`src/rtl/ivs_pkg.sv`:
```
// Package for the indexed vector store: capacity and widths, request and
// result word types, mode and status codes, and sequencer states.
// No dependencies; used by rtl/indexed_vector_store.sv.
package ivs_pkg;

  localparam int unsigned CAPACITY   = 64;
  localparam int unsigned DATA_WIDTH = 32;

  // Widths fixed by the request and result words.
  localparam int unsigned MODE_W = 2;
  localparam int unsigned IDX_W  = 6;
  localparam int unsigned VAL_W  = 32;
  localparam int unsigned RD_W   = 32;
  localparam int unsigned CNT_W  = 7;

  // Internal widths derived from the capacity.
  localparam int unsigned ADDR_W = $clog2(CAPACITY);
  localparam int unsigned LIVE_W = $clog2(CAPACITY + 1);

  typedef enum logic [MODE_W-1:0] {
    MODE_APPEND = 2'd0,
    MODE_READ   = 2'd1,
    MODE_WRITE  = 2'd2,
    MODE_DELETE = 2'd3
  } mode_e;

  typedef enum logic [1:0] {
    ST_DONE  = 2'd0,
    ST_RANGE = 2'd1,
    ST_FULL  = 2'd2
  } status_e;

  typedef enum logic [2:0] {
    S_IDLE,
    S_EXEC,
    S_DEL_RD,
    S_DEL_WR,
    S_RESP
  } state_e;

  typedef struct packed {
    mode_e             mode;
    logic [IDX_W-1:0]  index;
    logic [VAL_W-1:0]  value;
  } in_word_t;

  typedef struct packed {
    logic [RD_W-1:0]   read_data;
    status_e           status;
    logic [CNT_W-1:0]  count;
  } out_word_t;

endpackage

```
`src/rtl/indexed_vector_store.sv`:
```
// Indexed vector store top level: sequencer, entry memory and result register.
// Depends on ivs_pkg.

// A bounded vector of data words with a live count. Each request word either
// appends a value, reads or overwrites the entry at an index, or deletes the
// entry at an index and moves every later entry down one place. The block
// takes one request at a time and holds in_stall_o high while it works.
// Append, read, write and any refused request pass through the execute
// state and then the result state, which loads the output register; the
// sequencer then returns to idle, where the next request can be accepted.
// A delete with entries after its index goes from the execute state
// through a read state and a write state for each entry moved on the
// entry memory, and then to the result state; one pointer register and
// one compare drive the moves. A finished result waits in its own output
// register, so the next request is accepted while it is still stalled; the
// result state of that next request waits until the register is free. There
// is no clearing pass after reset; entries hold nothing meaningful until
// written, and only written entries are ever reachable.
module indexed_vector_store (
  input  logic                 clk_i,
  input  logic                 rst_ni,
  input  logic                 in_valid_i,
  output logic                 in_stall_o,
  input  ivs_pkg::in_word_t    in_word_i,
  output logic                 out_valid_o,
  input  logic                 out_stall_i,
  output ivs_pkg::out_word_t   out_word_o
);

  ivs_pkg::state_e state_q, state_d;
  ivs_pkg::in_word_t req_q;
  ivs_pkg::status_e status_q, status_d;
  logic [ivs_pkg::LIVE_W-1:0] count_q, count_d;
  logic [ivs_pkg::ADDR_W-1:0] ptr_q, ptr_d;
  logic out_valid_q;
  ivs_pkg::out_word_t out_q;

  logic [ivs_pkg::DATA_WIDTH-1:0] mem [ivs_pkg::CAPACITY];
  logic [ivs_pkg::DATA_WIDTH-1:0] rdata_q;
  logic                           mem_we, mem_re;
  logic [ivs_pkg::ADDR_W-1:0]     mem_waddr, mem_raddr;
  logic [ivs_pkg::DATA_WIDTH-1:0] mem_wdata;

  logic [ivs_pkg::LIVE_W-1:0] idx_ext;
  logic                       hit;
  logic                       not_full;
  logic                       more_shift;
  logic                       out_free;
  logic                       accept;

  assign idx_ext  = ivs_pkg::LIVE_W'(req_q.index);
  assign hit      = (idx_ext < count_q)
                    && (idx_ext < ivs_pkg::LIVE_W'(ivs_pkg::CAPACITY));
  assign not_full = count_q < ivs_pkg::LIVE_W'(ivs_pkg::CAPACITY);
  // Shared pointer unit: the next move exists while ptr + 2 < count.
  assign more_shift = (ivs_pkg::LIVE_W'(ptr_q) + ivs_pkg::LIVE_W'(2)) < count_q;
  assign out_free   = !out_valid_q || !out_stall_i;
  assign in_stall_o = state_q != ivs_pkg::S_IDLE;
  assign accept     = in_valid_i && !in_stall_o;

  // Next state.
  always_comb begin
    state_d = state_q;
    case (state_q)
      ivs_pkg::S_IDLE: begin
        if (in_valid_i) begin
          state_d = ivs_pkg::S_EXEC;
        end
      end
      ivs_pkg::S_EXEC: begin
        if (req_q.mode == ivs_pkg::MODE_DELETE && hit &&
            (idx_ext + ivs_pkg::LIVE_W'(1)) < count_q) begin
          state_d = ivs_pkg::S_DEL_RD;
        end else begin
          state_d = ivs_pkg::S_RESP;
        end
      end
      ivs_pkg::S_DEL_RD: state_d = ivs_pkg::S_DEL_WR;
      ivs_pkg::S_DEL_WR: begin
        state_d = more_shift ? ivs_pkg::S_DEL_RD : ivs_pkg::S_RESP;
      end
      ivs_pkg::S_RESP: begin
        if (out_free) begin
          state_d = ivs_pkg::S_IDLE;
        end
      end
      default: state_d = ivs_pkg::S_IDLE;
    endcase
  end

  // Datapath control and memory port selection.
  always_comb begin
    count_d   = count_q;
    ptr_d     = ptr_q;
    status_d  = status_q;
    mem_we    = 1'b0;
    mem_re    = 1'b0;
    mem_waddr = req_q.index[ivs_pkg::ADDR_W-1:0];
    mem_raddr = req_q.index[ivs_pkg::ADDR_W-1:0];
    mem_wdata = ivs_pkg::DATA_WIDTH'(req_q.value);
    case (state_q)
      ivs_pkg::S_EXEC: begin
        status_d = ivs_pkg::ST_DONE;
        ptr_d    = req_q.index[ivs_pkg::ADDR_W-1:0];
        case (req_q.mode)
          ivs_pkg::MODE_APPEND: begin
            if (not_full) begin
              mem_we    = 1'b1;
              mem_waddr = count_q[ivs_pkg::ADDR_W-1:0];
              count_d   = count_q + ivs_pkg::LIVE_W'(1);
            end else begin
              status_d = ivs_pkg::ST_FULL;
            end
          end
          ivs_pkg::MODE_READ: begin
            if (hit) begin
              mem_re = 1'b1;
            end else begin
              status_d = ivs_pkg::ST_RANGE;
            end
          end
          ivs_pkg::MODE_WRITE: begin
            if (hit) begin
              mem_we = 1'b1;
            end else begin
              status_d = ivs_pkg::ST_RANGE;
            end
          end
          ivs_pkg::MODE_DELETE: begin
            if (!hit) begin
              status_d = ivs_pkg::ST_RANGE;
            end else if ((idx_ext + ivs_pkg::LIVE_W'(1)) >= count_q) begin
              // Deleting the last entry moves nothing.
              count_d = count_q - ivs_pkg::LIVE_W'(1);
            end
          end
          default: status_d = ivs_pkg::ST_DONE;
        endcase
      end
      ivs_pkg::S_DEL_RD: begin
        mem_re    = 1'b1;
        mem_raddr = ptr_q + ivs_pkg::ADDR_W'(1);
      end
      ivs_pkg::S_DEL_WR: begin
        mem_we    = 1'b1;
        mem_waddr = ptr_q;
        mem_wdata = rdata_q;
        if (more_shift) begin
          ptr_d = ptr_q + ivs_pkg::ADDR_W'(1);
        end else begin
          count_d = count_q - ivs_pkg::LIVE_W'(1);
        end
      end
      default: ;
    endcase
  end

  always_ff @(posedge clk_i) begin
    if (mem_we) begin
      mem[mem_waddr] <= mem_wdata;
    end
    if (mem_re) begin
      rdata_q <= mem[mem_raddr];
    end
  end

  always_ff @(posedge clk_i or negedge rst_ni) begin
    if (!rst_ni) begin
      state_q     <= ivs_pkg::S_IDLE;
      count_q     <= '0;
      out_valid_q <= 1'b0;
    end else begin
      state_q <= state_d;
      count_q <= count_d;
      if (state_q == ivs_pkg::S_RESP && out_free) begin
        out_valid_q <= 1'b1;
      end else if (!out_stall_i) begin
        out_valid_q <= 1'b0;
      end
    end
  end

  always_ff @(posedge clk_i) begin
    if (accept) begin
      req_q <= in_word_i;
    end
    ptr_q    <= ptr_d;
    status_q <= status_d;
    if (state_q == ivs_pkg::S_RESP && out_free) begin
      out_q.status <= status_q;
      out_q.count  <= ivs_pkg::CNT_W'(count_q);
      if (req_q.mode == ivs_pkg::MODE_READ && status_q == ivs_pkg::ST_DONE) begin
        out_q.read_data <= ivs_pkg::RD_W'(rdata_q);
      end else begin
        out_q.read_data <= '0;
      end
    end
  end

  assign out_valid_o = out_valid_q;
  assign out_word_o  = out_q;

`ifndef SYNTHESIS
  a_count_bound: assert property (@(posedge clk_i) disable iff (!rst_ni)
    count_q <= ivs_pkg::LIVE_W'(ivs_pkg::CAPACITY))
    else $error("live count above capacity");

  a_count_change: assert property (@(posedge clk_i) disable iff (!rst_ni)
    (count_q != $past(count_q)) |->
      ($past(state_q) == ivs_pkg::S_EXEC || $past(state_q) == ivs_pkg::S_DEL_WR))
    else $error("live count changed outside an update step");

  a_shift_ptr: assert property (@(posedge clk_i) disable iff (!rst_ni)
    (state_q == ivs_pkg::S_DEL_RD) |->
      ((ivs_pkg::LIVE_W'(ptr_q) + ivs_pkg::LIVE_W'(1)) < count_q))
    else $error("delete shift reads beyond the live entries");

  a_result_src: assert property (@(posedge clk_i) disable iff (!rst_ni)
    $rose(out_valid_o) |-> ($past(state_q) == ivs_pkg::S_RESP))
    else $error("result word raised without a finished request");
`endif

endmodule
```
`config.mk`:
```
export PLATFORM = sky130hd
export DESIGN_NAME = indexed_vector_store
export DESIGN_NICKNAME = d
export VERILOG_FILES = /design/src/rtl/ivs_pkg.sv /design/src/rtl/indexed_vector_store.sv
export SDC_FILE = /design/constraint.sdc
export NUM_CORES = 2
export LEC_CHECK = 0
export ABC_AREA = 1
export BUFFER_PORTS_ARGS = -buffer_cell sky130_fd_sc_hd__buf_2
export CAP_MARGIN = 40
export CELL_PAD_IN_SITES_DETAIL_PLACEMENT = 0
export CELL_PAD_IN_SITES_GLOBAL_PLACEMENT = 1
export CORE_UTILIZATION = 43
export DETAILED_ROUTE_END_ITERATION = 16
export GPL_TIMING_DRIVEN = 0
export PLACE_DENSITY = 0.71
export SLEW_MARGIN = 0
export SYNTH_ARGS = -nofsm -noshare
export SYNTH_HDL_FRONTEND = slang
export SYNTH_SLANG_ARGS = --single-unit
```
`constraint.sdc`:
```
create_clock -name clk_i -period 4.97 [get_ports clk_i]
set_input_delay 0.994 -clock clk_i [delete_from_list [all_inputs] [get_ports clk_i]]
set_output_delay 0.994 -clock clk_i [all_outputs]
set_load 0.005 [all_outputs]
```
==> results.cfg <==
[place]
hpwl_mm = 277
preCtsSetupSlack_ps = 403
portBuffers = 86
gp_congestion = 1.02

[sta]
clock_skew_ps = 42.5
tightestPinTransition_ps = 1070
rsz0062_at_grt = no
min_period_ps = 4770
setup_tns_ps = 0
setup_slack_ps = 197
fin_crit_sh_pct = 96.0
max_freq_mhz = 209
finalSetupViolations = 0
slew-limit-headroom_pct = 28.6
drv_slew = 0
hold_viol_final = 0

[synthesis]
synth_xor_area_share_pct = 0.147
synth-compound-area-share_pct = 0.528
ys.flop_type = edfxtp_1
synth_edf_count = 2169
ys_seq_elements = 2180
synthMuxAreaShare_pct = 0
synth_nets = 9272
async_flop_share_pct = 0.505
synth.avg_cell_area_um2 = 10.4
yosysWarnings = 0
synthDistinctLibCells = 35
synthAdderAreaFrac_pct = 0.367
synth_seq_area_share_pct = 68.5
netlist_area_um2 = 95400
synth_top_family_by_area = simple AND/OR/NAND/NOR gates
synthCells = 9200
yosys.area_share.simple_pct = 20.2

[setup_path]
path_class = reg -> reg
worstPathMaxFanout = 10
critPathBufInv = 4
r2r-end = rdata_q[12]
end_kind = register
worstPathArrival_ps = 5360
worstPathCellList = inv_1, nand2_2, nand2_2, buf_4, buf_2, buf_4, nand2_1, nand3_1, nand3_1, nand3_1, nand3_1, nand3_1, nand2_1
crit-reg2reg-launch = idx_ext[0]
r2r_slack_ps = 200
cpPeakStageDelay_ps = 690
startpoint_type = register
required_ps = 5550
cp_common_cell = nand3_1
critPathSlowestCell = buf_2
reg2reg_depth = 13
crit_family = simple AND/OR/NAND/NOR gates

[outcome]
status = finished, final reports clean

[clocking]
post_cts_resize_count = 0
cts_max_level = 4
cts_tree = done
cts_hold_buf = 1
cts_buffers = 227
clkTransAtPathRegs_ps = 60
cts_setup_buffers = 0
clk_path_buf_depth = 3
clock-sinks = 2180
clk_latency_ps = 900
cts-root-buf = clkbuf_16

[global_route]
grt_pass1_vias = 64700
grt_max_degree = 34
grt_pass1_wl_mm = 516
grt_overflow = 0
grt_use_total_pct = 33.7
antenna_found_initial = 47

[die]
dieArea_um2 = 224000
num_rows = 172
ios = 87
die_x_um = 473
die_height_um = 473
coreArea_um2 = 220000
start_util_pct = 43.3

[power]
power.internal_w = 0.0365
switching_share_pct = 39.8
powerDensity_nw_per_um2 = 537
p_leak_nw = 47.7
ir_drop_uv = 336
clkPwrFrac_pct = 27.5
switchingPower_w = 0.0242
p_seq_share_pct = 36.7
p_comb_share_pct = 35.7

[route]
routed_via_density = 5.54
drc_errors = 0
drtIter0Drc = 10800
vias = 71700
wl_mm = 382
ant_nets = 0
first_pass_iters = 9
wl_per_cell_um = 29.6

[finish]
area_growth_pct = 18.4
drive_above_1_share_pct = 10.2
nets = 9845
nFillCells = 19100

[hold_path]
worstHoldStart = in_word_i[25]
hp-class = in -> reg
holdPathEnd = req_q[25]
hold_depth = 1

[flow_run]
maxCapViolations = 0
==> cells in the final DEF, fill, tap and decap left out, types with 40 or more instances in the layout <==
cell type | synthesis | final
buf_2 | 221 | 307
buf_12 | 0 | 130
buf_1 | 44 | 44
clkbuf_1 | 180 | 229
clkbuf_16 | 0 | 233
buf_4 | 36 | 40
inv_1 | 2003 | 2003
buf_16 | 0 | 84
nor2_1 | 123 | 57
edfxtp_1 | 2169 | 2169
nand2_1 | 2088 | 2088
nor2_4 | 1 | 67
nand3_1 | 2163 | 2163
clkinv_1 | 1 | 60
==> area by class of cell <==
class,instances,area (um^2),share of cell area (%)
buffer,481,2220,1.97
timing repair buffer,344,5870,5.19
antenna,18,45.0,0.0399
sequential,2180,65400,57.9
tap,2958,3700,3.27
clock buffer,286,6030,5.34
multi-input combinational,4534,21100,18.7
clock inverter,127,1080,0.955
inverter,2005,7530,6.66
==> layer usage <==
metal,vias to the layer above,wire length [um],global-route usage (%)
met5,-,246,0.324
met3,996,50400,9.78
met2,4663,162000,49.4
li1,31200,-,-
met1,34800,145000,45.0
met4,24,24400,18.5
==> sequential cells by signal, indices dropped and copies added (netlist names) <==
| name | cells |
|---|---|
| status_q | 2 |
| rdata_q | 32 |
| idx_ext | 6 |
| count_q | 7 |
| ptr_q | 6 |
| out_word_o | 41 |
| state_q | 3 |
| mem | 2048 |
| out_valid_o | 1 |
| req_q | 34 |
==> synthesized netlist by cell type (17+ instances only) <==
cell / number / area [um^2]
o21ai_0: 59 / 295
buf_2: 221 / 1110
nor2_1: 123 / 462
inv_1: 2003 / 7520
nand2_1: 2088 / 7840
nand3_1: 2163 / 10800
buf_4: 36 / 270
ha_1: 28 / 350
clkbuf_1: 180 / 676
a21oi_1: 17 / 85.1
buf_1: 44 / 165
edfxtp_1: 2169 / 65100
==> power by group through the flow <==
stage	Sequential (W)	Clock, W	Combinational, W
2_1_floorplan	0.0229	0	0.00961
3_3_place_gp	0.0236	0	0.0189
3_5_place_dp	0.0227	0	0.0207
4_1_cts	0.0223	0.0167	0.0207
5_1_grt	0.0223	0.0174	0.0222
6_report	0.0223	0.0167	0.0217
==> stage by stage <==
stage	power (W)	util [%]	cells	hold slack, ps	cell area, um^2
after floorplan	0.0325	-	9200	423	95400
after global placement	0.0425	45.2	12200	430	99600
after detailed placement	0.0433	48.1	12500	440	106000
after CTS	0.0598	51.3	12900	237	113000
after global routing	0.0619	51.3	12900	256	113000
final	0.0607	51.3	12900	268	113000
==> logic make-up after synthesis <==
logic type	after synthesis
AND/OR/NAND/NOR	4398
buffers and inverters	2486
XOR/XNOR	16
adder cells (fa/ha/maj)	28
AO/OA/AOI/OAI	92
flip-flops	2180
==> worst max-delay path by stage <==
| stage | startpoint | end | cells after the start |
|---|---|---|---|
| finish | idx_ext[0] | rdata_q[12] | 13 |
| global route | req_q[39] | mem[23][6] | 14 |
| CTS | count_q[4] | mem[2][9] | 14 |
| detailed placement | count_q[4] | mem[2][10] | 14 |
| global placement | state_q[2] | mem[38][16] | 7 |
| floorplan | state_q[2] | mem[0][0] | 8 |
(Power assumes the default switching activity.)
